--- config.mk ---
export PLATFORM = sky130hd
export DESIGN_NAME = htd_front
export DESIGN_NICKNAME = d
export VERILOG_FILES = /design/src/hdl/htd_pkg.sv /design/src/hdl/htd_front.sv
export SDC_FILE = /design/constraint.sdc
export NUM_CORES = 1
export LEC_CHECK = 0
export BUFFER_PORTS_ARGS = -buffer_cell sky130_fd_sc_hd__buf_2
export CORE_AREA = 2 2 51 53
export DETAILED_ROUTE_END_ITERATION = 8
export DIE_AREA = 0 0 53 55
export GPL_TIMING_DRIVEN = 0
export PLACE_DENSITY_LB_ADDON = 0.1
export SLEW_MARGIN = 15
export SYNTH_ARGS = -nofsm -noshare
export SYNTH_HDL_FRONTEND = slang
export SYNTH_SLANG_ARGS = --single-unit
--- constraint.sdc ---
create_clock -name vclk -period 1.09
set_input_delay 0.218 -clock vclk [all_inputs]
set_output_delay 0.218 -clock vclk [all_outputs]
set_load 0.01 [all_outputs]
--- src/hdl/htd_pkg.sv ---
// ----------------------------------------------------------------------------
// htd_pkg
// Shared types and constants of the huffman tree decoder: commands, result
// status codes, the queued item, the result record and back-end control.
// ----------------------------------------------------------------------------
package htd_pkg;

   localparam int BYTE_BITS      = 8;
   localparam int CODE_BITS      = 32;
   localparam int QUEUE_DEPTH    = 2;
   localparam int QUEUE_PTR_BITS = $clog2(QUEUE_DEPTH);
   localparam int QUEUE_CNT_BITS = $clog2(QUEUE_DEPTH + 1);

   typedef enum logic [1:0] {
      CMD_CLEAR  = 2'd0,
      CMD_LOAD   = 2'd1,
      CMD_DECODE = 2'd2,
      CMD_NONE   = 2'd3
   } cmd_type;

   typedef enum logic [1:0] {
      ST_SYMBOL  = 2'd0,
      ST_MISSING = 2'd1,
      ST_FULL    = 2'd2
   } status_type;

   typedef enum logic [2:0] {
      B_IDLE,
      B_LOAD_STEP,
      B_LOAD_WAIT,
      B_DEC,
      B_DONE
   } back_state_type;

   // classified item as it travels from the front to the back
   typedef struct packed {
      cmd_type     kind;
      logic [7:0]  sym;
      logic [5:0]  len;
      logic [31:0] code;
      logic [7:0]  data;
      logic        fin;
      logic [3:0]  nbits;
   } item_type;

   typedef struct packed {
      logic       valid;
      logic [7:0] sym;
      status_type status;
   } result_type;

   typedef struct packed {
      logic idle;
      logic item_end;
   } back_status_type;

endpackage

--- src/hdl/htd_front.sv ---
// ----------------------------------------------------------------------------
// htd_front
// Request acceptance and classification: saturates the code length, works out
// the number of used bits of a data byte and drops unused commands.
// ----------------------------------------------------------------------------
module htd_front #(
   parameter int MAX_CODE_BITS = 32
) (
   input  logic              start,
   output logic              busy,
   input  logic [1:0]        req_cmd,
   input  logic [7:0]        req_symbol_in,
   input  logic [5:0]        req_code_len,
   input  logic [31:0]       req_code_bits,
   input  logic [7:0]        req_data_byte,
   input  logic              req_final_byte,
   input  logic [3:0]        req_pad_bits,
   input  logic              q_full,
   output logic              q_push,
   output htd_pkg::item_type q_item
);

   logic       accept;
   logic [5:0] len_sat;
   logic [3:0] nbits;

   assign busy   = q_full;
   assign accept = start && !busy;
   assign q_push = accept && (htd_pkg::cmd_type'(req_cmd) != htd_pkg::CMD_NONE);

   always_comb begin
      if ({1'b0, req_code_len} > 7'(MAX_CODE_BITS)) begin
         len_sat = 6'(MAX_CODE_BITS);
      end else begin
         len_sat = req_code_len;
      end
   end

   always_comb begin
      if (!req_final_byte) begin
         nbits = 4'(htd_pkg::BYTE_BITS);
      end else if (req_pad_bits >= 4'(htd_pkg::BYTE_BITS)) begin
         nbits = 4'd0;
      end else begin
         nbits = 4'(htd_pkg::BYTE_BITS) - req_pad_bits;
      end
   end

   always_comb begin
      q_item.kind  = htd_pkg::cmd_type'(req_cmd);
      q_item.sym   = req_symbol_in;
      q_item.len   = len_sat;
      q_item.code  = req_code_bits;
      q_item.data  = req_data_byte;
      q_item.fin   = req_final_byte;
      q_item.nbits = nbits;
   end

endmodule

---- Word-level counts from Yosys, hierarchy flattened ----
Index checks and enable logic that the tools add are counted.
operators by class
  add/subtract/negate cells ............... 1
  $lt $le $gt $ge ......................... 2
  eq/ne operators ......................... 1
  multiplexer cells ....................... 3
  reduce and logical (&&, ||, !) cells .... 3
operators with widths
  operator                                              count
  2-to-1 mux 4 bit                                      2
  greater-than comparator 6 bit, second input constant  1
  2-to-1 mux 6 bit                                      1
  >= comparator 4 bit, second input constant            1
  subtractor 4 bit, first input constant                1
  logical AND 1 bit                                     2
  inequality test 2 bit, second input constant          1
  zero test 1 bit                                       1
storage, ports and cells
  register bits ........................... 0
  input bits .............................. 63
  output and inout port bits .............. 63
  logic and storage cells ................. 10

---- Depth between registers and ports, before layout ----
Gate-level depths: netlist of the first run.
  depth after elaboration ................. 3
  mapped depth ............................ 4
  depth with buffers taken out ............ 4

---- Worst setup path after synthesis of the first run ----
OpenSTA, ideal clock, no wires.
  path kind ............................... input to output
  start point ............................. input port req_pad_bits[0]
  end point ............................... output port q_item[2] (netlist name)
  data arrival time ....................... 824 ps
  data required time ...................... 872 ps
  setup slack ............................. 48 ps
  cell stages on the path ................. 4
  cell sequence ........................... inv_1 -> ha_1 -> xor2_1 -> nor3b_2
RTL lines
  element      line             source
  from (decl)  htd_front.sv:17  input logic [3:0] req_pad_bits,
  to (decl)    htd_front.sv:20  output htd_pkg::item_type q_item

==> flow_metrics.tcl, run 1 <==
set metrics [dict create \
    worstPathMaxFanout 2 \
    gr-total-overflow 0 \
    die_y_um 55 \
    register_area_um2 0 \
    antenna_left 0 \
    grt_pass1_wl_um 1640 \
    die-area_um2 2920 \
    port_buffers 78 \
    layout-drive-gt1-share_pct 93.2 \
    grt_max_degree 7 \
    cp.arrival_ns 0.92 \
    fmax_mhz 879 \
    drv_cap 0 \
    worstMarginPinSlew_ns 0.220 \
    dr.first_iter.drc_count 0 \
    antenna_found_initial 0 \
    rows 18 \
    syn_inst 68 \
    startpoint "req_pad_bits[0]" \
    min-delay-start "req_code_bits[3]" \
    synthToLayoutAreaGrowth_pct 94.6 \
    nets 213 \
    violations "negative setup slack" \
    fin_crit_ns 1.14 \
    grt_pass1_vias 420 \
    first_pass_iters 1 \
    layout_commonest_cell "buf_2" \
    nFillCells 238 \
    worst_slack_ns -0.0473 \
    layout_common_cells "buf_2, buf_4, nor2b_1" \
    critPathCaptureType "output pin" \
    p_per_area_nw_per_um2 400 \
    globalplace.congestion 0.658 \
    drv_slew 0 \
    syn_area_per_cell_um2 7.51 \
    vdd_drop_max_v 0.000210 \
    ioPinCount 126 \
    finalWirelength_um 1410 \
    gr-usage-all-layers_pct 6.94 \
    viasPerCell 3.60 \
    cp.required_ns 0.87 \
    start_kind "input port" \
    slowest_delay_ns 0.15 \
    placed_area_um2 938 \
    ctsHoldBuffers 0 \
    coreArea_um2 2360 \
    vias 638 \
    n_clock_buffer 0 \
    start_util_pct 21.6 \
    place_hpwl_um 1330 \
    ys_seq_area_share_pct 0 \
    p_leak_nw 0.635 \
    finalSetupViolCount 1 \
    wl_per_cell_um 7.97 \
    path_cells "buf_8, inv_6, ha_4, xor2_2, nor3b_2, buf_2" \
    antenna_cells 0 \
    fin_area_um2 993 \
    fin_util_pct 42.0 \
    syn_area_um2 510 \
    crit_buf_inv 3 \
    synth.distinct_cells 11 \
    ys_warn_count 0 \
    rsz0062_at_grt "true" \
    syn_nets 132 \
    critPathSlowestCell "ha_4" \
    hold_class "input port to output pin" \
    design.seq.count 0 \
    cp_top_family "buffers and inverters" \
    holdWs_ns 0.619 \
    hold_violations 0 \
    outcome "finished with violations" \
    max_slew_margin_pct 85.2 \
    die_x_um 53 \
    fin_crit_sh_pct 104 \
    worstSetupPathType "input port to output pin" \
    drc 0 \
]
-- area by class of cell --
| class | instances | area (um^2) | share of cell area (%) |
|---|---|---|---|
| Buffer | 53 | 394 | 39.7 |
| Inverter | 3 | 18.8 | 1.89 |
| Timing Repair Buffer | 79 | 418 | 42.1 |
| Tap cell | 30 | 37.5 | 3.78 |
| Multi-Input combinational cell | 12 | 125 | 12.6 |
-- where the power goes --
part           internal, W  switching, W  leakage [nW]
logic             0.000244      0.000153         0.635
registers                0             0             0
clock network            0             0             0
-- synthesized netlist by cell type --
library cell	count	share of area, %
xor2_1	1	1.7
nor3b_2	1	2.5
nor3b_1	1	1.5
nor2b_1	5	6.1
clkbuf_1	1	0.73
buf_4	52	76
and3b_1	1	1.7
a211oi_1	1	1.5
inv_1	3	2.2
ha_1	1	2.5
o41ai_2	1	3.2
-- per-stage QoR --
step / std cells / worst slack (ns) / power, W / setup TNS [ns]
2_1_floorplan: 68 / 0.0482 / 0.000234 / 0
3_3_place_gp: 176 / -0.146 / 0.000380 / -0.229
3_5_place_dp: 176 / -0.171 / 0.000380 / -0.253
4_1_cts: 177 / -0.0743 / 0.000401 / -0.0743
5_1_grt: 177 / -0.107 / 0.000432 / -0.107
6_report: 177 / -0.0473 / 0.000397 / -0.0473
-- cell families after synthesis --
group	after synthesis	synth area share, %
buffers and inverters	56	79.4
and+or+nand+nor	8	11.8
adders and majority gates	1	2.45
AOI/OAI and AO/OA	2	4.66
xor gates and xnor gates	1	1.72
-- per-layer routing --
metal  wire length [um]  vias to the layer above  part of all wire (%)  GRT usage [%]
li1                   -                      314                     -              -
met1                373                      251                    26           6.58
met2                725                       73                    51           16.0
met3                311                        0                    22           1.08
met4                  0                        0                     0              0
met5                  0                        -                     0              0
-- timing repair --
item / in CTS / in global routing
resized for setup: 11 / 1
setup buffers: 1 / 0
pin swaps: 3 / 1
endpoints found under the setup margin: 2 / 2
-- path summary, 6_finish.rpt --
path	depth (start not counted)	slack, ns	end
worst max-delay path	6	-0.05	q_item[2]
worst min-delay path	2	0.62	q_item[16]
Power figures use the tool's default switching activity.
==> run 2, diff against run 1 <==
--- a/config.mk
+++ b/config.mk
@@ -6,11 +6,11 @@
 export NUM_CORES = 1
 export LEC_CHECK = 0
 export BUFFER_PORTS_ARGS = -buffer_cell sky130_fd_sc_hd__buf_2
-export CORE_AREA = 2 2 51 53
+export CORE_AREA = 5 5 54 56
 export DETAILED_ROUTE_END_ITERATION = 8
-export DIE_AREA = 0 0 53 55
+export DIE_AREA = 0 0 59 61
 export GPL_TIMING_DRIVEN = 0
-export PLACE_DENSITY_LB_ADDON = 0.1
+export PLACE_DENSITY_LB_ADDON = 0.2
 export SLEW_MARGIN = 15
 export SYNTH_ARGS = -nofsm -noshare
 export SYNTH_HDL_FRONTEND = slang
==> flow_metrics.tcl, run 2 (synthesis gave the netlist of run 1 again) <==
set metrics [dict create \
    outcome "finished with violations" \
    violations "negative setup slack" \
    crit_buf_inv 3 \
    n_clock_buffer 0 \
    first_pass_iters 2 \
    wl_per_cell_um 10.7 \
    rows 18 \
    fin_crit_ns 1.11 \
    grt_max_degree 7 \
    gr-total-overflow 0 \
    dp_slack_ns -0.150 \
    antenna_left 0 \
    place_hpwl_um 1840 \
    viasPerCell 3.62 \
    fmax_mhz 898 \
    layout_commonest_cell "buf_2" \
    drv_slew 0 \
    nFillCells 250 \
    multi_input_area_um2 125 \
    register_area_um2 0 \
    cp.required_ns 0.87 \
    p_leak_nw 0.639 \
    layout_common_cells "buf_2, buf_4, nor2b_1" \
    antenna_cells 0 \
    layout-drive-gt1-share_pct 93.2 \
    drv_cap 0 \
    finalSetupViolCount 1 \
    ctsHoldBuffers 0 \
    start_kind "input port" \
    nets 214 \
    grt_pass1_vias 559 \
    gr-usage-all-layers_pct 7.67 \
    worstPathMaxFanout 2 \
    max_slew_margin_pct 86.0 \
    holdPathStages 2 \
    power.total_w 0.000404 \
    path_cells "buf_8, inv_4, ha_4, xor2_2, nor3b_2, buf_2" \
    design.seq.count 0 \
    worst_slack_ns -0.0241 \
    vdd_drop_max_v 0.000185 \
    min-delay-start "req_code_bits[0]" \
    slowest_delay_ns 0.15 \
    dr.first_iter.drc_count 14 \
    critPathCaptureType "output pin" \
    p_per_area_nw_per_um2 404 \
    drc 0 \
    port_buffers 78 \
    cp.arrival_ns 0.90 \
    cp_top_family "buffers and inverters" \
    die_x_um 59 \
    critPathSlowestCell "ha_4" \
    worstMarginPinSlew_ns 0.207 \
    worstSetupPathType "input port to output pin" \
    grt_pass1_wl_um 2260 \
    start_util_pct 21.4 \
    hold_violations 0 \
    fin_crit_sh_pct 102 \
    globalplace.congestion 0.662 \
    min_to "q_item[13]" \
    finalWirelength_um 1910 \
    vias 644 \
    antenna_found_initial 0 \
    hold_class "input port to output pin" \
    coreArea_um2 2390 \
    synthToLayoutAreaGrowth_pct 95.6 \
    tns_ns -0.0241 \
    rsz0062_at_grt "true" \
    ioPinCount 126 \
    die_y_um 61 \
    die-area_um2 3600 \
]
## run 2: changes by cell type in the layout (fill, tap and decap cells not counted), sizes merged
| cell | delta |
|---|---|
| buf | +1 |
## run 2: layer usage
| metal | wire length (um) | vias to the layer above | GRT usage, % |
|---|---|---|---|
| li1 | - | 317 | - |
| met1 | 446 | 253 | 6.52 |
| met2 | 1030 | 74 | 17.2 |
| met3 | 430 | 0 | 2.98 |
| met4 | 0 | 0 | 0 |
| met5 | 0 | - | 0 |
## run 2: layout make-up
class | count | area share (%)
plain buffers | 53 | 39.5
inverters | 3 | 1.63
multi-input cells | 12 | 12.5
well taps | 30 | 3.76
repair buffers | 80 | 42.6
## run 2: timing repair
action,4_1_cts,5_1_grt
pin swaps,2,4
setup endpoints to repair,2,3
buffers inserted,2,0
cloned,0,0
gates resized for setup,10,1
## run 2: how the worst max path moves through the flow
stage,from,endpoint,slack (ns),depth (start not counted)
6_report,req_pad_bits[0],q_item[2],-0.02,6
5_1_grt,req_pad_bits[0],q_item[2],-0.06,6
4_1_cts,req_pad_bits[1],q_item[2],-0.06,6
3_5_place_dp,req_pad_bits[0],q_item[2],-0.15,6
3_3_place_gp,req_pad_bits[0],q_item[2],-0.14,6
2_1_floorplan,req_pad_bits[0],q_item[2],0.05,4
## run 2: power breakdown
group	switching, W	leakage (nW)	internal [W]
sequential	0	0	0
clock	0	0	0
combinational	0.000157	0.639	0.000247
## run 2: stage by stage
step | hold slack, ns | cells | area [um^2] | utilization [%]
detailed placement | 0.622 | 176 | 938 | 39.3
global route | 0.625 | 178 | 998 | 41.8
floorplan | 0.469 | 68 | 510 | -
finish | 0.620 | 178 | 998 | 41.8
global placement | 0.622 | 176 | 938 | 39.3
CTS | 0.622 | 178 | 991 | 41.5
