[src/hdl/htd_pkg.sv]
// ----------------------------------------------------------------------------
// htd_pkg
// Shared types and constants of the huffman tree decoder: commands, result
// status codes, the queued item, the result record and back-end control.
// ----------------------------------------------------------------------------
package htd_pkg;

   localparam int BYTE_BITS      = 8;
   localparam int CODE_BITS      = 32;
   localparam int QUEUE_DEPTH    = 2;
   localparam int QUEUE_PTR_BITS = $clog2(QUEUE_DEPTH);
   localparam int QUEUE_CNT_BITS = $clog2(QUEUE_DEPTH + 1);

   typedef enum logic [1:0] {
      CMD_CLEAR  = 2'd0,
      CMD_LOAD   = 2'd1,
      CMD_DECODE = 2'd2,
      CMD_NONE   = 2'd3
   } cmd_type;

   typedef enum logic [1:0] {
      ST_SYMBOL  = 2'd0,
      ST_MISSING = 2'd1,
      ST_FULL    = 2'd2
   } status_type;

   typedef enum logic [2:0] {
      B_IDLE,
      B_LOAD_STEP,
      B_LOAD_WAIT,
      B_DEC,
      B_DONE
   } back_state_type;

   // classified item as it travels from the front to the back
   typedef struct packed {
      cmd_type     kind;
      logic [7:0]  sym;
      logic [5:0]  len;
      logic [31:0] code;
      logic [7:0]  data;
      logic        fin;
      logic [3:0]  nbits;
   } item_type;

   typedef struct packed {
      logic       valid;
      logic [7:0] sym;
      status_type status;
   } result_type;

   typedef struct packed {
      logic idle;
      logic item_end;
   } back_status_type;

endpackage

[src/hdl/htd_emit.sv]
// ----------------------------------------------------------------------------
// htd_emit
// Result output stage: holds back one result so that the last result of an
// item can be marked when the item ends.
// ----------------------------------------------------------------------------
module htd_emit (
   input  logic                     clock,
   input  logic                     reset,
   input  htd_pkg::result_type      res,
   input  htd_pkg::back_status_type bstat,
   output logic                     rsp_valid,
   output logic [7:0]               rsp_symbol_out,
   output logic [1:0]               rsp_status,
   output logic                     rsp_run_last
);

   logic                hold_valid_ff, hold_valid_in;
   logic [7:0]          hold_sym_ff, hold_sym_in;
   htd_pkg::status_type hold_status_ff, hold_status_in;
   logic                out_valid_ff, out_valid_in;
   logic [7:0]          out_sym_ff, out_sym_in;
   htd_pkg::status_type out_status_ff, out_status_in;
   logic                out_last_ff, out_last_in;

   always_comb begin
      hold_valid_in  = hold_valid_ff;
      hold_sym_in    = hold_sym_ff;
      hold_status_in = hold_status_ff;
      out_valid_in   = 1'b0;
      out_sym_in     = hold_sym_ff;
      out_status_in  = hold_status_ff;
      out_last_in    = 1'b0;
      if (res.valid) begin
         out_valid_in   = hold_valid_ff;
         hold_valid_in  = 1'b1;
         hold_sym_in    = res.sym;
         hold_status_in = res.status;
      end else if (bstat.item_end) begin
         out_valid_in  = hold_valid_ff;
         out_last_in   = 1'b1;
         hold_valid_in = 1'b0;
      end
   end

   always_ff @(posedge clock) begin
      if (reset) begin
         hold_valid_ff <= 1'b0;
         out_valid_ff  <= 1'b0;
      end else begin
         hold_valid_ff <= hold_valid_in;
         out_valid_ff  <= out_valid_in;
      end
   end

   always_ff @(posedge clock) begin
      hold_sym_ff    <= hold_sym_in;
      hold_status_ff <= hold_status_in;
      out_sym_ff     <= out_sym_in;
      out_status_ff  <= out_status_in;
      out_last_ff    <= out_last_in;
   end

   assign rsp_valid      = out_valid_ff;
   assign rsp_symbol_out = out_sym_ff;
   assign rsp_status     = out_status_ff;
   assign rsp_run_last   = out_last_ff;

endmodule

[config.mk]
export PLATFORM = sky130hd
export DESIGN_NAME = htd_emit
export DESIGN_NICKNAME = d
export VERILOG_FILES = /design/src/hdl/htd_pkg.sv /design/src/hdl/htd_emit.sv
export SDC_FILE = /design/constraint.sdc
export NUM_CORES = 1
export LEC_CHECK = 0
export ABC_AREA = 1
export BUFFER_PORTS_ARGS = -buffer_cell sky130_fd_sc_hd__buf_2
export CAP_MARGIN = 40
export CORE_MARGIN = 3
export CORE_UTILIZATION = 46
export CTS_BUF_LIST = sky130_fd_sc_hd__clkbuf_4 sky130_fd_sc_hd__clkbuf_8
export DETAILED_ROUTE_END_ITERATION = 8
export PLACE_DENSITY = 0.78
export SLEW_MARGIN = 20
export SYNTH_ARGS = -nofsm -noshare
export SYNTH_HDL_FRONTEND = slang
export SYNTH_SLANG_ARGS = --single-unit
[constraint.sdc]
create_clock -name clock -period 0.8 [get_ports clock]
set_input_delay 0.16 -clock clock [delete_from_list [all_inputs] [get_ports clock]]
set_output_delay 0.16 -clock clock [all_outputs]
set_load 0.01 [all_outputs]
### Word-level counts from Yosys, hierarchy flattened

Cells that the tools add are included.

| storage, ports and cells | value |
|---|---|
| flip-flop bits (word level) | 23 |
| word-level logic and storage cells | 13 |
| output and inout bits | 12 |
| input port bits | 15 |

| operators by class | value |
|---|---|
| reductions and logical operators | 1 |
| multiplexer cells | 5 |

Operator list:

| cell | count |
|---|---|
| two-way mux 1 bit | 5 |
| nonzero test 2 bit | 1 |

### Depth between registers and ports, before layout

Gate-level depths: netlist of run 1.

| logic depth | value |
|---|---|
| depth in word-level cells | 2 |
| mapped depth | 4 |
| mapped depth without buffers | 4 |

### Worst setup path after synthesis of run 1

Ideal clock, no wire load.

| timing path | value |
|---|---|
| kind | register to register |
| start | register hold_valid_ff (netlist name) |
| end | register hold_valid_ff |
| arrival time | 443 ps |
| data required time | 686 ps |
| path slack | 244 ps |
| setup time | 114 ps |
| clock period less this slack | 556 ps |
| path buffers | 0 |
| stages on the path, launching flop included | 3 |
| cell sequence | dfxtp_1 > nor2_1 > nor2_2 |

RTL lines:

| item | line | text |
|---|---|---|
| end signal, assigned | htd_emit.sv:50 | `hold_valid_ff <= hold_valid_in;` |
| end, declared | htd_emit.sv:17 | `logic hold_valid_ff, hold_valid_in;` |

### Worst setup path after layout of run 1

| timing path | value |
|---|---|
| start | register out_status_ff[0] (netlist: rsp_status[0]) |
| end | output port rsp_status[0] |

RTL lines:

| item | line | text |
|---|---|---|
| start, declared | htd_emit.sv:22 | `htd_pkg::status_type out_status_ff, out_status_in;` |
| start signal, assigned | htd_emit.sv:59 | `out_status_ff <= out_status_in;` |
| end, declared | htd_emit.sv:13 | `output logic [1:0] rsp_status,` |

No word-level cell between the ends.

==> results of run 1 <==
[layer usage]
metal / up-vias / wire [um] / track usage / share of wire
met5: - / 0 / 0 / 0
met4: 0 / 0 / 0.07453 / 0
met3: 0 / 61 / 0.02575 / 0.072
met2: 17 / 428 / 0.1702 / 0.50
met1: 149 / 360 / 0.1127 / 0.42
li1: 164 / - / - / -
[sequential cells by signal, summed over array words and instances, names as in the netlist]
name / count
rsp_run_last: 1
hold_sym_ff: 8
hold_valid_ff: 1
rsp_status: 2
rsp_symbol_out: 8
rsp_valid: 1
hold_status_ff: 2
[power by group]
part           switching [mW]  internal, mW
clock network           0.334         0.190
registers              0.0213          1.32
logic                  0.0670        0.0647
[cell usage after synthesis]
cell	instances
edfxtp_1	10
inv_2	1
nor2_1	3
nand2_1	1
nor2_2	1
dfxtp_1	13
inv_1	2
nand2_2	2
[through the flow]
stage               hold WS [ps]  setup TNS (ps)  instances
detailed placement         329.4               0         72
global placement           327.2               0         72
floorplan                  258.9               0         33
finish                     20.23           -1260         76
global route               1.005           -1727         76
CTS                        13.27           -1386         76
[path summary, 6_finish.rpt]
check | startpoint | to | slack (ps) | cells past startpoint
worst max-delay path | rsp_status[0]$_DFF_P_ | rsp_status[0] | -120 | 1
worst min-delay path | res[8] | hold_sym_ff[6]$_DFFE_PP_ | 20 | 1
worst max register to register | hold_valid_ff$_SDFFE_PP0P_ | hold_valid_ff$_SDFFE_PP0P_ | 210 | 2
worst min register to register | hold_sym_ff[3]$_DFFE_PP_ | rsp_symbol_out[3]$_DFF_P_ | 350 | 0
[cell families after synthesis]
family,synth area share
DFF,0.9256
and+or+nand+nor,0.05578
buffers and inverters,0.01859
[what timing repair did]
| action | CTS | global route |
|---|---|---|
| endpoints found under the hold margin | 0 | 0 |
| resized for setup | 0 | 4 |
| setup endpoints to repair | 12 | 12 |
| setup buffers | 0 | 0 |
| gates cloned | 0 | 0 |
[layout make-up]
| class | count | area [um^2] | area share |
|---|---|---|---|
| Clock inverter | 1 | 7.507 | 0.009464 |
| Clock buffer | 3 | 22.52 | 0.02839 |
| Sequential cell | 23 | 563.0 | 0.7098 |
| Multi-Input combinational cell | 7 | 33.78 | 0.04259 |
| Tap cell | 14 | 17.52 | 0.02208 |
| Timing Repair Buffer | 25 | 137.6 | 0.1735 |
| Inverter | 3 | 11.26 | 0.01420 |
==> flow_summary.json, run 1 <==
{
  "status": "finished with violations",
  "violations": "negative setup slack",
  "cts_tree": "done",
  "slew_violations": 0,
  "most-common-layout-cells": "buf_2, dfxtp_1, edfxtp_1",
  "timing_hold_violations_final": 0,
  "start_util": 0.5171,
  "max_cap_viol_count": 0,
  "min-delay-path-class": "primary input to flop",
  "cp.arrival_ps": 760,
  "cts_buffers": 3,
  "nets": 78,
  "vias": 330,
  "drive_gt1_frac": 0.5645,
  "portBuffers": 25,
  "via_per_inst": 4.342,
  "postRouteAntennaNets": 0,
  "crit_family": "flip-flops",
  "cellPowerDensity_nw_per_um2": 2515,
  "end_kind": "output pin",
  "period_share": 1.144,
  "stdcell_area_um2": 793.3,
  "clock_latency_ps": 300,
  "firstDrtPassIters": 3,
  "root_buffer": "clkbuf_4",
  "antenna_found_initial": 0,
  "syn_nets": 48,
  "fin_util": 0.6774,
  "dieWidth_um": 42.29,
  "synth.area.top_cells": "edfxtp_1, dfxtp_1, nand2_2",
  "max-slew-margin-rel": 0.8131,
  "yosys_warnings": 0,
  "finalPower_mw": 1.995,
  "placed_cell_area_um2": 748.2,
  "yosysUniqueCellTypes": 8,
  "htreeDepth": 1,
  "synth_top_area_cell": "edfxtp_1",
  "grt_max_degree": 15,
  "worst-path-buf-inv": 1,
  "grt_pass1_wl_um": 1304,
  "overflow": 0,
  "ios": 27,
  "antenna_cells": 0,
  "rsz0062_at_grt": "yes",
  "drcViolationCount": 0,
  "finalWeightedCongestion": 0.7018,
  "hold_buffers": 0,
  "required_ps": 640,
  "p_leak_nw": 0.3585,
  "synthCells": 33,
  "min_period_ps": 915.6,
  "setup_ws_ps": -115.6,
  "fin_worst_skew_ps": 9.368,
  "crit_fanout": 1,
  "avgSynthCellArea_um2": 18.35,
  "nFillCells": 77,
  "grt_pass1_vias": 333,
  "maxClockFrequency_mhz": 1092,
  "cts.sinks": 23,
  "synth_seq_area_share": 0.9256,
  "critPathKind": "flop to output pin",
  "setup.worst_path.start_class": "flop",
  "num_rows": 12,
  "setup_violations": 12,
  "final_common_cell": "buf_2",
  "wl_per_cell_um": 11.18,
  "tightest_slew_ps": 280.3,
  "cp_slowest_cell": "dfxtp_1",
  "track_usage": 0.1029,
  "syn_area_um2": 605.6,
  "cts.clk_slew.worst_paths_ps": 130,
  "area_delta_synth_final_pct": 30.99,
  "clockBufferDepth": 2,
  "dieHeight_um": 42.29,
  "path_cells": "buf_2",
  "cp_slowest_stage_delay_ps": 330,
  "synth_top_area_frac": 0.4959,
  "dieArea_um2": 1788,
  "dp_slack_ps": 45.18,
  "dp_hpwl_um": 660,
  "core_area_um2": 1171,
  "drtIter0Drc": 6,
  "routed_wl_um": 850,
  "peakVddDrop_v": 0.001274,
  "ys_ff_latch": 23
}
Power figures use the tool's default switching activity.
==> run 2, diff against run 1 <==
--- a/config.mk
+++ b/config.mk
@@ -9,10 +9,10 @@
 export BUFFER_PORTS_ARGS = -buffer_cell sky130_fd_sc_hd__buf_2
 export CAP_MARGIN = 40
 export CORE_MARGIN = 3
-export CORE_UTILIZATION = 46
+export CORE_UTILIZATION = 40
 export CTS_BUF_LIST = sky130_fd_sc_hd__clkbuf_4 sky130_fd_sc_hd__clkbuf_8
 export DETAILED_ROUTE_END_ITERATION = 8
-export PLACE_DENSITY = 0.78
+export PLACE_DENSITY = 0.7
 export SLEW_MARGIN = 20
 export SYNTH_ARGS = -nofsm -noshare
 export SYNTH_HDL_FRONTEND = slang
==> flow_summary.json, run 2 (same netlist as run 1, synthesis figures left out) <==
{
  "cts.sinks": 23,
  "max_cap_viol_count": 0,
  "cp_slowest_stage_delay_ps": 330,
  "drcViolationCount": 0,
  "status": "finished with violations",
  "ios": 27,
  "setup_ws_ps": -101.2,
  "min_period_ps": 901.2,
  "rr_startpoint": "hold_valid_ff$_SDFFE_PP0P_",
  "cts_setup_buffers": 0,
  "cp_slowest_cell": "dfxtp_1",
  "htreeDepth": 1,
  "hold_slack_ps": 29.77,
  "cts.clk_slew.worst_paths_ps": 110,
  "cp.arrival_ps": 740,
  "vias": 319,
  "firstDrtPassIters": 2,
  "clock_latency_ps": 290,
  "nFillCells": 118,
  "peakVddDrop_v": 0.001280,
  "p_leak_nw": 0.3654,
  "most-common-layout-cells": "buf_2, edfxtp_1, dfxtp_1",
  "grt_pass1_wl_um": 1283,
  "timing_hold_violations_final": 0,
  "track_usage": 0.09472,
  "overflow": 0,
  "crit_family": "flip-flops",
  "placed_cell_area_um2": 749.5,
  "portBuffers": 25,
  "dieHeight_um": 44.91,
  "drive_gt1_frac": 0.5806,
  "setup.worst_path.start_class": "flop",
  "num_rows": 13,
  "tightest_slew_ps": 283.3,
  "via_per_inst": 4.143,
  "drtIter0Drc": 9,
  "setup_violations": 12,
  "cellPowerDensity_nw_per_um2": 2509,
  "worstHoldStart": "res[7]",
  "core_area_um2": 1366,
  "antenna_found_initial": 0,
  "routed_wl_um": 827,
  "start_util": 0.4432,
  "rsz0062_at_grt": "yes",
  "finalPower_mw": 2.012,
  "clockBufferDepth": 2,
  "worst-path-buf-inv": 1,
  "grt_max_degree": 14,
  "required_ps": 640,
  "dp_slack_ps": 48.10,
  "wl_per_cell_um": 10.74,
  "root_buffer": "clkbuf_4",
  "hold_buffers": 0,
  "end_kind": "output pin",
  "antenna_cells": 0,
  "dieArea_um2": 2017,
  "final_common_cell": "buf_2",
  "critical_path.startpoint": "rsp_symbol_out[5]$_DFF_P_",
  "path_cells": "buf_2",
  "critPathKind": "flop to output pin",
  "period_share": 1.126,
  "maxClockFrequency_mhz": 1110,
  "slew_violations": 0,
  "crit_fanout": 1,
  "cts_buffers": 3,
  "max-slew-margin-rel": 0.8111,
  "dieWidth_um": 44.91,
  "min-delay-path-class": "primary input to flop",
  "cts_tree": "done",
  "postRouteAntennaNets": 0,
  "area_delta_synth_final_pct": 32.44,
  "nets": 78,
  "stdcell_area_um2": 802.0,
  "violations": "negative setup slack",
  "finalWeightedCongestion": 0.5761,
  "fin_worst_skew_ps": 0.5733,
  "dp_hpwl_um": 607.9,
  "grt_pass1_vias": 310
}
## run 2: cell types whose count changed in the layout (fill, tap and decap cells not counted)
cell / previous run / this run
buf_6: 2 / 3
dfxtp_1: 11 / 10
dfxtp_2: 2 / 3
buf_2: 23 / 22
clkbuf_4: 3 / 4
clkinvlp_4: 1 / 0
## run 2: per-stage QoR
stage / util / cells / TNS [ps]
global placement: 0.5485 / 73 / 0
CTS: 0.5760 / 77 / -1296
global route: 0.5870 / 77 / -1635
floorplan: - / 33 / 0
finish: 0.5870 / 77 / -1147
detailed placement: 0.5485 / 73 / 0
## run 2: worst paths after layout
path | to | slack [ps] | depth (start not counted)
min reg2reg | rsp_symbol_out[0]$_DFF_P_ | 350 | 0
max reg2reg | hold_valid_ff$_SDFFE_PP0P_ | 210 | 2
min | hold_sym_ff[5]$_DFFE_PP_ | 30 | 1
max | rsp_symbol_out[5] | -100 | 1
## run 2: final cells by class
type | instances | area [um^2] | area share
multi-input cells | 7 | 33.78 | 0.04212
inverters | 3 | 11.26 | 0.01404
repair buffers | 25 | 143.9 | 0.1794
well taps | 15 | 18.77 | 0.02340
clock buffers | 4 | 30.03 | 0.03744
flip-flops and latches | 23 | 564.3 | 0.7036
## run 2: timing repair
item                                    4_1_cts  5_1_grt
gates resized for setup                       2        4
endpoints found under the setup margin       12       12
gates cloned                                  0        0
pin swaps                                     0        0
hold endpoints to repair                      0        0
## run 2: routing by layer
metal,share of wire,global-route usage,vias up
li1,-,-,163
met3,0.068,0.03586,0
met1,0.37,0.09819,144
met4,0,0.07018,0
met5,0,0,-
met2,0.56,0.1547,12
## run 2: power breakdown
part	internal, mW	switching [mW]
clock network	0.228	0.308
logic	0.0696	0.0661
registers	1.32	0.0218
==> run 3, diff against run 2 <==
--- a/config.mk
+++ b/config.mk
@@ -5,12 +5,11 @@
 export SDC_FILE = /design/constraint.sdc
 export NUM_CORES = 1
 export LEC_CHECK = 0
-export ABC_AREA = 1
 export BUFFER_PORTS_ARGS = -buffer_cell sky130_fd_sc_hd__buf_2
 export CAP_MARGIN = 40
 export CORE_MARGIN = 3
 export CORE_UTILIZATION = 40
-export CTS_BUF_LIST = sky130_fd_sc_hd__clkbuf_4 sky130_fd_sc_hd__clkbuf_8
+export CTS_BUF_LIST = sky130_fd_sc_hd__clkbuf_4 sky130_fd_sc_hd__clkbuf_8 sky130_fd_sc_hd__clkbuf_16
 export DETAILED_ROUTE_END_ITERATION = 8
 export PLACE_DENSITY = 0.7
 export SLEW_MARGIN = 20
==> constraint.sdc (replaced) <==
create_clock -name clock -period 0.9 [get_ports clock]
set_input_delay 0.18 -clock clock [delete_from_list [all_inputs] [get_ports clock]]
set_output_delay 0.18 -clock clock [all_outputs]
set_load 0.01 [all_outputs]
==> flow_summary.json, run 3 <==
{
  "yosys_warnings": 0,
  "start_util": 0.4458,
  "critPathKind": "flop to output pin",
  "min_period_ps": 921.9,
  "min-delay-path-class": "primary input to flop",
  "drive_gt1_frac": 0.5690,
  "path_cells": "buf_6",
  "crit_fanout": 1,
  "dp_cells": 69,
  "violations": "negative setup slack",
  "core_area_um2": 1350,
  "hold_buffers": 0,
  "finalWeightedCongestion": 0.6305,
  "cp.arrival_ps": 740,
  "setup_ws_ps": -21.92,
  "fin_util": 0.5839,
  "tightest_slew_ps": 276.5,
  "portBuffers": 25,
  "status": "finished with violations",
  "clock_latency_ps": 290,
  "via_per_inst": 4.137,
  "nets": 74,
  "synthArstFlopShare": 0,
  "hold_slack_ps": 49.34,
  "end_kind": "output pin",
  "area_delta_synth_final_pct": 30.98,
  "nFillCells": 111,
  "yosysMostFrequentCell": "dfxtp_1",
  "max_cap_viol_count": 0,
  "fin_cells": 73,
  "antenna_cells": 0,
  "stdcell_area_um2": 788.3,
  "synth_top_area_frac": 0.4990,
  "setup_violations": 12,
  "synth_seq_area_share": 0.9314,
  "firstDrtPassIters": 2,
  "slew_violations": 0,
  "dp_slack_ps": 131.8,
  "worst-path-buf-inv": 1,
  "yosysUniqueCellTypes": 8,
  "cts_tree": "done",
  "cts_buffers": 3,
  "dieArea_um2": 2006,
  "final_common_cell": "buf_2",
  "rsz0062_at_grt": "yes",
  "finalPower_mw": 1.744,
  "dieHeight_um": 44.79,
  "cp_slowest_cell": "dfxtp_2",
  "period_share": 1.024,
  "avgSynthCellArea_um2": 20.75,
  "ys_ff_latch": 23,
  "grt_pass1_wl_um": 1097,
  "ios": 27,
  "synth_top_area_cell": "edfxtp_1",
  "synthCells": 29,
  "cts_setup_buffers": 0,
  "num_rows": 13,
  "crit_cells": 1,
  "cts.sinks": 23,
  "antenna_found_initial": 0,
  "htreeDepth": 1,
  "root_buffer": "clkbuf_4",
  "synth_ff_type": "dfxtp_1",
  "worstRegToRegCells": 2,
  "wl_per_cell_um": 10.19,
  "p_leak_nw": 0.3459,
  "syn_nets": 44,
  "most-common-layout-cells": "buf_2, dfxtp_1, edfxtp_1",
  "timing_hold_violations_final": 0,
  "vias": 302,
  "required_ps": 720,
  "placed_cell_area_um2": 745.7,
  "clockBufferDepth": 2,
  "peakVddDrop_v": 0.001214,
  "overflow": 0,
  "cts.clk_slew.worst_paths_ps": 120,
  "synth.area.top_cells": "edfxtp_1, dfxtp_1, nor3b_2",
  "holdPathStages": 2,
  "yosys-top-cells-count": "dfxtp_1, edfxtp_1",
  "syn_area_um2": 601.8,
  "drcViolationCount": 0,
  "setup_tns_ps": -133.8,
  "cellPowerDensity_nw_per_um2": 2213,
  "crit_family": "flip-flops",
  "dieWidth_um": 44.79,
  "track_usage": 0.07647,
  "fin_worst_skew_ps": 2.922,
  "grt_pass1_vias": 258,
  "grt_max_degree": 14,
  "maxClockFrequency_mhz": 1085,
  "cp_slowest_stage_delay_ps": 340,
  "max-slew-margin-rel": 0.8156,
  "drtIter0Drc": 5,
  "routed_wl_um": 744,
  "synth_edf_count": 10,
  "postRouteAntennaNets": 0,
  "setup.worst_path.start_class": "flop"
}
==> run 3: final timing paths <==
path                              startpoint                         end  slack, ps
setup / recovery   rsp_symbol_out[3]$_DFF_P_           rsp_symbol_out[3]        -20
hold / removal                         reset  hold_valid_ff$_SDFFE_PP0P_         50
setup reg to reg  hold_valid_ff$_SDFFE_PP0P_  hold_valid_ff$_SDFFE_PP0P_        320
hold reg to reg     hold_sym_ff[4]$_DFFE_PP_   rsp_symbol_out[4]$_DFF_P_        350
==> run 3: timing repair <==
action / in CTS / in global routing
setup endpoints to repair: 12 / 12
resized for setup: 2 / 2
pin swaps: 0 / 0
==> run 3: kinds of logic (layout without fill, tap and decap cells) <==
family | after synthesis | after routing | share of synthesized area
AO/OA/AOI/OAI | 1 | 1 | 0.01456
AND/OR/NAND/NOR | 4 | 4 | 0.04782
flip-flops | 23 | 23 | 0.9314
buffers and inverters | 1 | 30 | 0.006231
==> run 3: cell type report <==
| type | count | area (um^2) | share of cell area |
|---|---|---|---|
| Multi-Input combinational cell | 5 | 37.54 | 0.04762 |
| Timing Repair Buffer | 25 | 137.6 | 0.1746 |
| Tap cell | 15 | 18.77 | 0.02381 |
| Clock buffer | 3 | 22.52 | 0.02857 |
| Inverter | 1 | 3.754 | 0.004762 |
| Clock inverter | 1 | 5.005 | 0.006349 |
| Sequential cell | 23 | 563.0 | 0.7143 |
==> run 3: routing by layer <==
| metal | routed length [um] | track usage | part of all wire |
|---|---|---|---|
| met5 | 0 | 0 | 0 |
| met4 | 0 | 0.03509 | 0 |
| met3 | 71 | 0.02390 | 0.095 |
| met2 | 352 | 0.1175 | 0.47 |
| met1 | 320 | 0.09896 | 0.43 |
==> run 3: report_power, final <==
group / total, mW / internal [mW] / leakage [nW] / switching (mW)
Combinational: 0.115 / 0.0597 / 0.121 / 0.0551
Clock: 0.442 / 0.165 / 0.0177 / 0.277
Sequential: 1.19 / 1.17 / 0.207 / 0.0167
Total: 1.74 / 1.40 / 0.346 / 0.348
