**src/hdl/htd_pkg.sv**
```systemverilog
// ----------------------------------------------------------------------------
// htd_pkg
// Shared types and constants of the huffman tree decoder: commands, result
// status codes, the queued item, the result record and back-end control.
// ----------------------------------------------------------------------------
package htd_pkg;

   localparam int BYTE_BITS      = 8;
   localparam int CODE_BITS      = 32;
   localparam int QUEUE_DEPTH    = 2;
   localparam int QUEUE_PTR_BITS = $clog2(QUEUE_DEPTH);
   localparam int QUEUE_CNT_BITS = $clog2(QUEUE_DEPTH + 1);

   typedef enum logic [1:0] {
      CMD_CLEAR  = 2'd0,
      CMD_LOAD   = 2'd1,
      CMD_DECODE = 2'd2,
      CMD_NONE   = 2'd3
   } cmd_type;

   typedef enum logic [1:0] {
      ST_SYMBOL  = 2'd0,
      ST_MISSING = 2'd1,
      ST_FULL    = 2'd2
   } status_type;

   typedef enum logic [2:0] {
      B_IDLE,
      B_LOAD_STEP,
      B_LOAD_WAIT,
      B_DEC,
      B_DONE
   } back_state_type;

   // classified item as it travels from the front to the back
   typedef struct packed {
      cmd_type     kind;
      logic [7:0]  sym;
      logic [5:0]  len;
      logic [31:0] code;
      logic [7:0]  data;
      logic        fin;
      logic [3:0]  nbits;
   } item_type;

   typedef struct packed {
      logic       valid;
      logic [7:0] sym;
      status_type status;
   } result_type;

   typedef struct packed {
      logic idle;
      logic item_end;
   } back_status_type;

endpackage

```
**src/hdl/htd_queue.sv**
```systemverilog
// ----------------------------------------------------------------------------
// htd_queue
// Short item queue between the front and the back; the head is shown while
// the queue is not empty.
// ----------------------------------------------------------------------------
module htd_queue (
   input  logic              clock,
   input  logic              reset,
   input  logic              push,
   input  htd_pkg::item_type push_item,
   output logic              full,
   input  logic              pop,
   output logic              empty,
   output htd_pkg::item_type head
);

   htd_pkg::item_type                   slot_ff [htd_pkg::QUEUE_DEPTH];
   logic [htd_pkg::QUEUE_PTR_BITS-1:0] wr_ptr_ff, wr_ptr_in;
   logic [htd_pkg::QUEUE_PTR_BITS-1:0] rd_ptr_ff, rd_ptr_in;
   logic [htd_pkg::QUEUE_CNT_BITS-1:0] count_ff, count_in;
   logic                                do_push, do_pop;

   assign full    = count_ff == htd_pkg::QUEUE_CNT_BITS'(htd_pkg::QUEUE_DEPTH);
   assign empty   = count_ff == '0;
   assign do_push = push && !full;
   assign do_pop  = pop && !empty;
   assign head    = slot_ff[rd_ptr_ff];

   always_comb begin
      wr_ptr_in = wr_ptr_ff;
      rd_ptr_in = rd_ptr_ff;
      count_in  = count_ff;
      if (do_push) begin
         wr_ptr_in = wr_ptr_ff + htd_pkg::QUEUE_PTR_BITS'(1);
      end
      if (do_pop) begin
         rd_ptr_in = rd_ptr_ff + htd_pkg::QUEUE_PTR_BITS'(1);
      end
      if (do_push && !do_pop) begin
         count_in = count_ff + htd_pkg::QUEUE_CNT_BITS'(1);
      end else if (!do_push && do_pop) begin
         count_in = count_ff - htd_pkg::QUEUE_CNT_BITS'(1);
      end
   end

   always_ff @(posedge clock) begin
      if (reset) begin
         wr_ptr_ff <= '0;
         rd_ptr_ff <= '0;
         count_ff  <= '0;
      end else begin
         wr_ptr_ff <= wr_ptr_in;
         rd_ptr_ff <= rd_ptr_in;
         count_ff  <= count_in;
      end
   end

   always_ff @(posedge clock) begin
      if (do_push) begin
         slot_ff[wr_ptr_ff] <= push_item;
      end
   end

endmodule

```
**config.mk**
```make
export PLATFORM = sky130hd
export DESIGN_NAME = htd_queue
export DESIGN_NICKNAME = d
export VERILOG_FILES = /design/src/hdl/htd_pkg.sv /design/src/hdl/htd_queue.sv
export SDC_FILE = /design/constraint.sdc
export NUM_CORES = 1
export LEC_CHECK = 0
export BUFFER_PORTS_ARGS = -buffer_cell sky130_fd_sc_hd__buf_2
export CORE_AREA = 2 2 139 141
export CTS_CLUSTER_DIAMETER = 60
export DETAILED_ROUTE_END_ITERATION = 16
export DIE_AREA = 0 0 141 143
export PLACE_DENSITY = 0.48
export SETUP_SLACK_MARGIN = 0.4
export SYNTH_ARGS = -nofsm -noshare
export SYNTH_HDL_FRONTEND = slang
export SYNTH_SLANG_ARGS = --single-unit
```
**constraint.sdc**
```tcl
create_clock -name clock -period 3 [get_ports clock]
set_clock_uncertainty 0.15 [all_clocks]
set_input_delay 0.15 -clock clock [delete_from_list [all_inputs] [get_ports clock]]
set_output_delay 0.15 -clock clock [all_outputs]
set_load 0.01 [all_outputs]
```
Yosys cells after proc, flatten, opt, wreduce, memory -nomap -nowiden
Memory sizes are Yosys's and may differ from the RTL's. A register that Yosys moved wholly into a read port is not among the register bits.
Index checks and enable logic that the tools add are counted.
{"block": "word_totals", "inputBits": 65, "elab_cells": 25, "reg_bits": 4, "mem_count": 1, "mem_bits_rw": 122, "output_inout_bits": 63}
{"block": "classes", "muxes": 6, "n_eq_ne": 1, "reduce_logical": 10, "n_addsub": 4}
{"name": "slot_ff", "depth": 2, "width": 61, "rd": 1, "rd_clocked_by_memory_dff": 1, "wr": 1, "line_no": "htd_queue.sv:17", "text": "htd_pkg::item_type slot_ff [htd_pkg::QUEUE_DEPTH];"}
{"cell": "$logic_and A1 B1 Y1", "n": 4}
{"cell": "$logic_not A1 Y1", "n": 4}
{"cell": "$mux W1", "n": 4}
{"cell": "$mux W2", "n": 2}
{"cell": "$add A1 B1 Y1 const B", "n": 2}
{"cell": "$add A2 B1 Y2 const B", "n": 1}
{"cell": "$eq A2 B2 Y1 const B", "n": 1}
{"cell": "$logic_not A2 Y1", "n": 1}
{"cell": "$reduce_bool A2 Y1", "n": 1}
{"cell": "$sub A2 B1 Y2 const B", "n": 1}

Longest topological paths before layout
Gate-level depths: netlist (run 1).
{"block": "logic_depth", "ltp_word": 7, "mapped_depth": 6, "mapped_depth_nobuf": 6}

Worst setup path before layout (run 1)
Ideal clock, no wire load.
{"block": "synth_path", "kind": "reg2reg", "startpoint": "reg count_ff[1] (netlist bit)", "endpoint": "mem slot_ff[1][0] (netlist bit) (enable)", "t_arrival_ns": 2.078, "path_slack_ns": 0.347, "path_buffers": 0, "t_required_ns": 2.425, "path_stages_with_launch": 4, "synth_period_minus_slack_ns": 2.653, "cell_sequence": "dfxtp_1 > nor2b_2 > nor2_1 > and2_1"}
{"block": "synth_between", "elab_chain_cells": 5}
{"element": "start, declared", "line_no": "htd_queue.sv:20", "text": "logic [htd_pkg::QUEUE_CNT_BITS-1:0] count_ff, count_in;"}
{"element": "start signal, assigned", "line_no": "htd_queue.sv:54", "text": "count_ff <= count_in;"}
{"element": "$eq A2 B2 Y1", "line_no": "htd_queue.sv:23", "text": "assign full = count_ff == htd_pkg::QUEUE_CNT_BITS'(htd_pkg::QUEUE_DEPTH);"}
{"element": "net full", "line_no": "htd_queue.sv:11", "text": "output logic full,"}
{"element": "$logic_not A1 Y1", "line_no": "htd_queue.sv:25", "text": "assign do_push = push && !full;"}
{"element": "$logic_and A1 B1 Y1", "line_no": "htd_queue.sv:25"}
{"element": "net do_push", "line_no": "htd_queue.sv:21", "text": "logic do_push, do_pop;"}
{"element": "$mux W1", "line_no": "htd_queue.sv:59", "text": "if (do_push) begin"}
{"element": "$mux W1 (not written as such)", "line_no": "htd_queue.sv:60", "text": "slot_ff[wr_ptr_ff] <= push_item;"}
{"element": "end, declared", "line_no": "htd_queue.sv:17"}
The timed path passes the listed nets, and every way through them passes these cells.

==> results.json, run 1 <==
{
  "grt_pass1_wl_mm": 14.2,
  "grt_pass1_vias": 2876,
  "pin_count": 128,
  "area_delta_synth_final_pct": 45.6,
  "drive_gt1_share_pct": 51.2,
  "gr-total-overflow": 0,
  "r2r_cells": 3,
  "core_mm2": 0.0186,
  "fillers": 1800,
  "synth.net_count": 281,
  "fin_setup_tns_ns": 0,
  "swShare_pct": 26.3,
  "rr_endpoint": "slot_ff[1][35]",
  "fin_nets": 485,
  "initial_core_util_pct": 24.8,
  "p_per_area_mw_per_mm2": 817,
  "cts_root_buf": "clkbuf_16",
  "antenna_cells": 0,
  "cts_post_setup_buffers_inserted": 0,
  "internal_power_mw": 4.04,
  "maxSlewViolCount": 0,
  "cts_made_buffers": 17,
  "worst-setup-path-type": "reg -> out",
  "crit_path_end": "head[36]",
  "rr_startpoint": "count_ff[0]",
  "leakage_nw": 2.50,
  "startpoint_type": "flip-flop",
  "clock_path_buffers": 2,
  "cp.required_ns": 2.70,
  "rows": 50,
  "power_mw": 5.48,
  "clk_latency_ns": 0.41,
  "pwr-share-comb_pct": 20.7,
  "die-width_um": 141,
  "switchingPower_mw": 1.44,
  "crit_fanout": 61,
  "io_buffers": 127,
  "setup_slack_ns": 0.790,
  "antenna_found_initial": 0,
  "dp_hpwl_mm": 5.40,
  "seqPwrFrac_pct": 44.0,
  "drc_errors": 0,
  "cts_sinks": 127,
  "grtUsageTotal_pct": 9.41,
  "synthCells": 215,
  "firstDrtPassIters": 6,
  "cts_tree": "yes",
  "status": "completed",
  "drt_iter0_drc": 92,
  "antenna_left": 0,
  "setup_viol": 0,
  "clkPwrFrac_pct": 35.3,
  "timing.fmax_mhz": 453,
  "slew_headroom_pct": 38.3,
  "ys_ff_latch": 127,
  "reg2reg_setup_slack_ns": 0.98,
  "vdd_ir_drop_max_uv": 367,
  "grt_max_degree": 62,
  "cp-end-kind": "output port",
  "worstPathArrival_ns": 1.91,
  "syn-cell-area_mm2": 0.00460,
  "hold_path_class": "in -> reg",
  "die_h_um": 143,
  "cap_violations": 0,
  "avgRoutedWirePerCell_um": 13.8,
  "wirelength_mm": 9.22,
  "cts_hold_buffers": 63,
  "rsz0062_at_grt": "false",
  "post_cts_resized": 0,
  "ys_seq_area_share_pct": 81.8,
  "avgSynthCellArea_um2": 21.4,
  "dpl_worst_slack_ns": 0.960,
  "clk_pin_slew_ns": 0.05,
  "fin_crit_sh_pct": 73.7,
  "viasPerCell": 3.98,
  "synth_cell_types": 13,
  "ys_warn_count": 0,
  "min_period_ns": 2.21,
  "cts_max_level": 4,
  "dr_total_vias": 2651,
  "die_area_mm2": 0.0202,
  "hold_violations": 0,
  "finalWeightedCongestion": 0.639,
  "tightest_slew_ns": 0.925
}
==> layout by cell type, fill, tap and decap left out, drive strengths merged <==
master and count:
buf 129, edfxtp 122, dlygate4sd3 63, mux2 61
clkbuf 19, clkinv 8, nor2 5, dfxtp 5
o21ai 3, xor2 3, clkinvlp 3, or3 2
a21oi 2, bufinv 2, inv 2, nor2b 1
and2 1, ha 1
==> worst max-delay path, cell delays in order (launching register included) <==
cell and delay (ns):
dfxtp_4 0.90, mux2_2 0.42, buf_2 0.14
==> metrics by stage <==
stage | instances | hold slack [ns] | area (µm²) | utilization (%)
2_1_floorplan | 215 | 0.0691 | 4600 | -
3_3_place_gp | 571 | 0.188 | 5520 | 29.7
3_5_place_dp | 571 | 0.192 | 5520 | 29.7
4_1_cts | 666 | 0.0262 | 6700 | 36.1
5_1_grt | 666 | 0.0943 | 6700 | 36.1
6_report | 666 | 0.0490 | 6700 | 36.1
==> sequential cells by signal, summed over array words and instances (netlist names), named ones only <==
signal / cells
count_ff: 2
wr_ptr_ff: 1
slot_ff: 122
rd_ptr_ff: 1
==> per-layer routing <==
layer,GRT usage [%],up-vias,share of wire [%]
li1,-,1251,-
met1,10.9,1317,44
met2,15.6,71,50
met3,3.55,12,4.5
met4,4.26,0,1.6
met5,0,-,0
==> synthesized netlist by cell type (all sizes together) <==
library cell    n  area share (%)
ha              1            0.27
o21ai           3            0.33
and2            1            0.14
a21oi           2            0.22
xor2            3            0.57
edfxtp        122              80
or3             2            0.27
buf             7            0.76
dfxtp           5             2.2
nor2b           1            0.19
inv             2            0.16
mux2           61              15
nor2            5            0.41
==> area by class of cell <==
class                           count  area, µm²  area share (%)
Multi-Input combinational cell     79        800            11.9
Inverter                            2       7.51           0.112
Clock inverter                     13        123            1.83
Clock buffer                       19        433            6.46
Sequential cell                   127       3770            56.2
Tap cell                          234        293            4.37
Timing Repair Buffer              192       1280            19.1
==> worst min path at each step <==
stage             startpoint              to  slack, ns  depth (start not counted)
2_1_floorplan          reset     count_ff[1]       0.07                          1
3_3_place_gp   push_item[53]  slot_ff[0][53]       0.19                          1
3_5_place_dp    push_item[2]   slot_ff[0][2]       0.19                          1
4_1_cts                  pop       rd_ptr_ff       0.03                          4
5_1_grt                  pop       rd_ptr_ff       0.09                          4
6_report                 pop       rd_ptr_ff       0.05                          4
==> power by group through the flow <==
| stage | Sequential, mW | Combinational, mW | Clock (mW) |
|---|---|---|---|
| 6_report | 2.41 | 1.13 | 1.93 |
| 2_1_floorplan | 2.32 | 0.763 | 0 |
| 3_5_place_dp | 2.46 | 1.09 | 0 |
| 4_1_cts | 2.42 | 1.16 | 2.00 |
| 5_1_grt | 2.45 | 1.23 | 2.09 |
| 3_3_place_gp | 2.45 | 1.08 | 0 |
==> kinds of logic (layout without fill, tap and decap cells) <==
logic type / Yosys count / after routing / synth area share (%)
AOI/OAI and AO/OA: 5 / 5 / 0.544
xor gates and xnor gates: 3 / 3 / 0.571
adders and majority gates: 1 / 1 / 0.272
buffers and inverters: 9 / 226 / 0.924
DFF: 127 / 127 / 81.8
muxes: 61 / 61 / 14.9
and+or+nand+nor: 9 / 9 / 1.01
Note: power is estimated with default switching activity, not from simulation.
==> run 2: changes to the inputs <==
--- a/config.mk
+++ b/config.mk
@@ -10,7 +10,7 @@
 export CTS_CLUSTER_DIAMETER = 60
 export DETAILED_ROUTE_END_ITERATION = 16
 export DIE_AREA = 0 0 141 143
-export PLACE_DENSITY = 0.48
+export PLACE_DENSITY = 0.49
 export SETUP_SLACK_MARGIN = 0.4
 export SYNTH_ARGS = -nofsm -noshare
 export SYNTH_HDL_FRONTEND = slang
==> constraint.sdc (replaced) <==
create_clock -name clock -period 1.9 [get_ports clock]
set_clock_uncertainty 0.15 [all_clocks]
set_input_delay 0.095 -clock clock [delete_from_list [all_inputs] [get_ports clock]]
set_output_delay 0.095 -clock clock [all_outputs]
set_load 0.01 [all_outputs]
==> run 2 against run 1 <==
  * Cell count rose by 5.1%
  * Global-route usage rose by 1.1 points
  * Wire length rose by 15%
  * Critical path depth rose by 4
  * Sequential power rose by 50%
  * Power rose by 75%
==> results.json, run 2 (synthesized netlist as in run 1, its figures left out) <==
{
  "status": "completed",
  "fin_nets": 519,
  "grt_max_degree": 32,
  "cp-end-kind": "flip-flop",
  "viasPerCell": 3.96,
  "fin_util_pct": 40.1,
  "min_period_ns": 1.77,
  "dpl_worst_slack_ns": 0.149,
  "rows": 50,
  "hold_path_class": "in -> reg",
  "final_cell_mix": "buf_2, edfxtp_1, dlygate4sd3_1",
  "maxSlewViolCount": 0,
  "p_per_area_mw_per_mm2": 1290,
  "avgRoutedWirePerCell_um": 15.2,
  "fin_cells": 700,
  "crit_slowest_cell": "or3_4",
  "top_regs": "slot_ff: 122 flops, count_ff: 2 flops",
  "pin_count": 128,
  "grt_pass1_wl_mm": 15.6,
  "hold_violations": 0,
  "dr_total_vias": 2769,
  "grt.busiest_layer": "met2",
  "initial_core_util_pct": 24.8,
  "finalWeightedCongestion": 0.749,
  "antenna_cells": 0,
  "power_mw": 9.60,
  "fillers": 1690,
  "slew_headroom_pct": 85.9,
  "cpPeakStageDelay_ns": 0.38,
  "dp_hpwl_mm": 5.89,
  "grt_pass1_vias": 2947,
  "clk_latency_ns": 0.41,
  "r2r_cells": 6,
  "antenna_left": 0,
  "hold_depth": 4,
  "clock_path_buffers": 2,
  "met2_usage_pct": 17.2,
  "cts_made_buffers": 17,
  "timing.fmax_mhz": 563,
  "dpl-instance-area_mm2": 0.00564,
  "fin_crit_sh_pct": 93.4,
  "rsz0062_at_grt": "true",
  "setup_viol": 0,
  "worstPathArrival_ns": 1.74,
  "cap_violations": 0,
  "crit_path_cell_trace": "nor2b_4, or3_4, clkinvlp_4, buf_6, buf_12, buf_12",
  "drive_gt1_share_pct": 56.0,
  "worst-setup-path-type": "reg -> reg",
  "largest-register": "slot_ff",
  "cts_max_level": 4,
  "cts_tree": "yes",
  "use_met3_pct": 4.36,
  "startpoint_type": "flip-flop",
  "layout_commonest_cell": "buf_2",
  "critPathLaunch": "count_ff[1]",
  "grtUsageTotal_pct": 10.5,
  "die-width_um": 141,
  "wirelength_mm": 10.7,
  "io_buffers": 127,
  "core_mm2": 0.0186,
  "critPathMostFrequentCell": "buf_12",
  "cts_root_buf": "clkbuf_16",
  "hold_start": "push",
  "tightest_slew_ns": 0.209,
  "cp.required_ns": 1.86,
  "drt_iter0_drc": 110,
  "place_inst": 575,
  "firstDrtPassIters": 4,
  "die_area_mm2": 0.0202,
  "antenna_found_initial": 0,
  "vdd_ir_drop_max_uv": 588,
  "use_met1_pct": 12.4,
  "area_delta_synth_final_pct": 61.9,
  "setup_slack_ns": 0.125,
  "largest_register_ffs": 122,
  "gr-total-overflow": 0,
  "rr_startpoint": "count_ff[1]",
  "die_h_um": 143,
  "leakage_nw": 2.83,
  "cts_sinks": 127,
  "crit_fanout": 8,
  "clk_pin_slew_ns": 0.05,
  "drc_errors": 0,
  "finalInstanceArea_mm2": 0.00745
}
run 2: repair_timing:
item,4_1_cts,5_1_grt
pin swaps,4,3
hold endpoints to repair,127,0
hold buffers,64,0
buffers inserted,14,3
cloned,7,5
resized for setup,18,10
setup endpoints to repair,169,172
run 2: critical path, delay by kind of cell (launching register included):
family,cells,cell delay (ns)
DFF,1,0.32
and+or+nand+nor,2,0.51
buffers and inverters,4,0.49
run 2: layer usage:
| layer | vias to the layer above | wire length (µm) |
|---|---|---|
| li1 | 1337 | - |
| met1 | 1330 | 4820 |
| met2 | 93 | 5110 |
| met3 | 9 | 603 |
| met4 | 0 | 114 |
| met5 | - | 0 |
run 2: area by class of cell:
type,instances,area [µm²],area share [%]
tap,234,293,3.93
clock buffer,25,495,6.65
multi-input combinational,79,845,11.3
timing repair buffer,226,1950,26.2
clock inverter,7,83.8,1.12
inverter,2,11.3,0.151
sequential,127,3770,50.6
run 2: path summary, 6_finish.rpt:
path	end	slack (ns)
max	slot_ff[0][51]	0.13
min	wr_ptr_ff	0.03
max reg2reg	slot_ff[0][51]	0.13
min reg2reg	wr_ptr_ff	0.36
run 2: report_power, final:
group | switching, mW | internal (mW)
logic | 1.27 | 1.56
clock network | 1.10 | 2.06
registers | 0.0947 | 3.53
total | 2.46 | 7.14
run 2: metrics by stage:
stage | setup TNS, ns | hold WS (ns)
6_report | 0 | 0.0308
5_1_grt | 0 | 0.0369
4_1_cts | 0 | 0.0232
2_1_floorplan | -10.02 | 0.00665
3_3_place_gp | 0 | 0.134
3_5_place_dp | 0 | 0.136
==> run 3: changes to the inputs <==
--- a/config.mk
+++ b/config.mk
@@ -6,11 +6,11 @@
 export NUM_CORES = 1
 export LEC_CHECK = 0
 export BUFFER_PORTS_ARGS = -buffer_cell sky130_fd_sc_hd__buf_2
-export CORE_AREA = 2 2 139 141
+export CORE_AREA = 2 2 104 106
 export CTS_CLUSTER_DIAMETER = 60
 export DETAILED_ROUTE_END_ITERATION = 16
-export DIE_AREA = 0 0 141 143
-export PLACE_DENSITY = 0.49
+export DIE_AREA = 0 0 106 108
+export PLACE_DENSITY = 0.77
 export SETUP_SLACK_MARGIN = 0.4
 export SYNTH_ARGS = -nofsm -noshare
 export SYNTH_HDL_FRONTEND = slang
==> run 3 against run 2 <==
  * The run now ends with negative setup slack left
  * Core utilization increased by 36 points
  * Sequential power grew 2%
  * Final area rose by 5.0%
  * Register-to-register slack improved by 0.05 ns
  * Power increased by 10%
  * Largest power group is now combinational cells
  * Highest routed layer unchanged
==> results.json, run 3 (synthesized netlist as in run 1, its figures left out) <==
{
  "layout_commonest_cell": "edfxtp_1",
  "min_to": "slot_ff[0][55]",
  "antenna_found_initial": 0,
  "r2r_cells": 6,
  "reg2reg_setup_slack_ns": 0.18,
  "hold_start": "push_item[55]",
  "firstDrtPassIters": 4,
  "dr_total_vias": 2880,
  "fillers": 576,
  "dpl_worst_slack_ns": 0.211,
  "fin_util_pct": 76.5,
  "drt_iter0_drc": 88,
  "dpl-instance-area_mm2": 0.00549,
  "antenna_left": 0,
  "multiInputGateArea_mm2": 0.00106,
  "setup_viol": 2,
  "viasPerCell": 4.80,
  "worstPathArrival_ns": 1.67,
  "finalWeightedCongestion": 0.689,
  "timing.fmax_mhz": 523,
  "fin_crit_sh_pct": 101,
  "wirelength_mm": 11.5,
  "io_buffers": 127,
  "cts_root_buf": "clkbuf_8",
  "rows": 37,
  "gr-total-overflow": 0,
  "maxSlewViolCount": 0,
  "die-width_um": 106,
  "die_area_mm2": 0.0114,
  "crit_fanout": 15,
  "place_inst": 476,
  "pin_count": 128,
  "violations": "negative setup slack",
  "hold_depth": 2,
  "largest-register": "slot_ff",
  "setup_slack_ns": -0.0124,
  "cpPeakStageDelay_ns": 0.43,
  "cts_max_level": 4,
  "finalInstanceArea_mm2": 0.00783,
  "die_h_um": 108,
  "final_cell_mix": "edfxtp_1, buf_2, dlygate4sd3_1",
  "cp.required_ns": 1.65,
  "regArea_mm2": 0.00377,
  "clk_pin_slew_ns": 0.05,
  "grt_pass1_vias": 3080,
  "cp-end-kind": "output port",
  "top_regs": "slot_ff: 122 flops, count_ff: 2 flops",
  "slew_headroom_pct": 81.0,
  "status": "finished with violations",
  "grt_pass1_wl_mm": 15.7,
  "hold_violations": 0,
  "worst-setup-path-type": "reg -> out",
  "antenna_cells": 0,
  "largest_register_ffs": 122,
  "leakage_nw": 3.10,
  "dp_hpwl_mm": 4.81,
  "drc_errors": 0,
  "cts_made_buffers": 17,
  "startpoint_type": "flip-flop",
  "min_period_ns": 1.91,
  "fin_cells": 600,
  "rr_endpoint": "count_ff[1]",
  "fin_nets": 517,
  "clock_path_buffers": 2,
  "vdd_ir_drop_max_uv": 904,
  "cap_violations": 0,
  "power_mw": 10.6,
  "avgRoutedWirePerCell_um": 19.2,
  "core_mm2": 0.0102,
  "tightest_slew_ns": 0.285,
  "drive_gt1_share_pct": 56.5,
  "initial_core_util_pct": 45.0,
  "grtUsageTotal_pct": 19.0,
  "rr_startpoint": "count_ff[1]",
  "cts_sinks": 127,
  "cts_tree": "yes",
  "grt_max_degree": 32,
  "crit_path_cell_trace": "clkbuf_16, mux2_2, buf_2",
  "p_per_area_mw_per_mm2": 1350,
  "rsz0062_at_grt": "true",
  "hold_path_class": "in -> reg",
  "clk_latency_ns": 0.51,
  "crit_slowest_cell": "dfxtp_4",
  "area_delta_synth_final_pct": 70.0
}
## run 3: final cells by class
| type | instances | share of cell area, % |
|---|---|---|
| clock buffers | 26 | 6.24 |
| clock inverters | 6 | 1.34 |
| inverters | 2 | 0.144 |
| multi-input cells | 79 | 13.5 |
| flip-flops and latches | 127 | 48.2 |
| well taps | 136 | 2.17 |
| repair buffers | 224 | 28.4 |
## run 3: worst max path at each step
stage	from	endpoint	slack, ns	cells after the start
finish	flip-flop	head[41]	-0.01	3
global route	flip-flop	head[41]	-0.08	3
CTS	flip-flop	head[53]	-0.02	3
detailed placement	count_ff[0]	count_ff[1]	0.21	4
global placement	count_ff[1]	slot_ff[0][28]	0.28	4
floorplan	count_ff[1]	slot_ff[0][0]	-0.16	3
## run 3: power by group
part / switching, mW / internal, mW / total [mW]
registers: 0.144 / 3.54 / 3.68
clock network: 1.04 / 2.13 / 3.17
logic: 1.50 / 2.24 / 3.74
## run 3: what timing repair did
item / in CTS / in global routing
resized for setup: 75 / 53
gates cloned: 7 / 8
pin swaps: 7 / 5
buffers inserted: 10 / 2
hold buffers: 65 / 0
hold endpoints to repair: 127 / 0
endpoints found under the setup margin: 123 / 187
## run 3: worst max-delay path, delay by kind of cell, from the launching register on
family                 cells  cell delay, ns
flip-flops                 1            0.43
multiplexers               1            0.35
buffers and inverters      2            0.37
## run 3: stage by stage
stage	hold slack [ns]	TNS, ns
final	0.164	-0.0150
after global routing	0.140	-1.16
after CTS	0.134	-0.551
after detailed placement	0.137	0
after global placement	0.134	0
after floorplan	0.00665	-10.02
## run 3: metal layers
layer	up-vias	track usage (%)	share of wire (%)
li1	1326	-	-
met1	1435	21.0	39
met2	102	34.1	56
met3	17	5.49	3.8
met4	0	8.46	1.6
met5	-	0	0
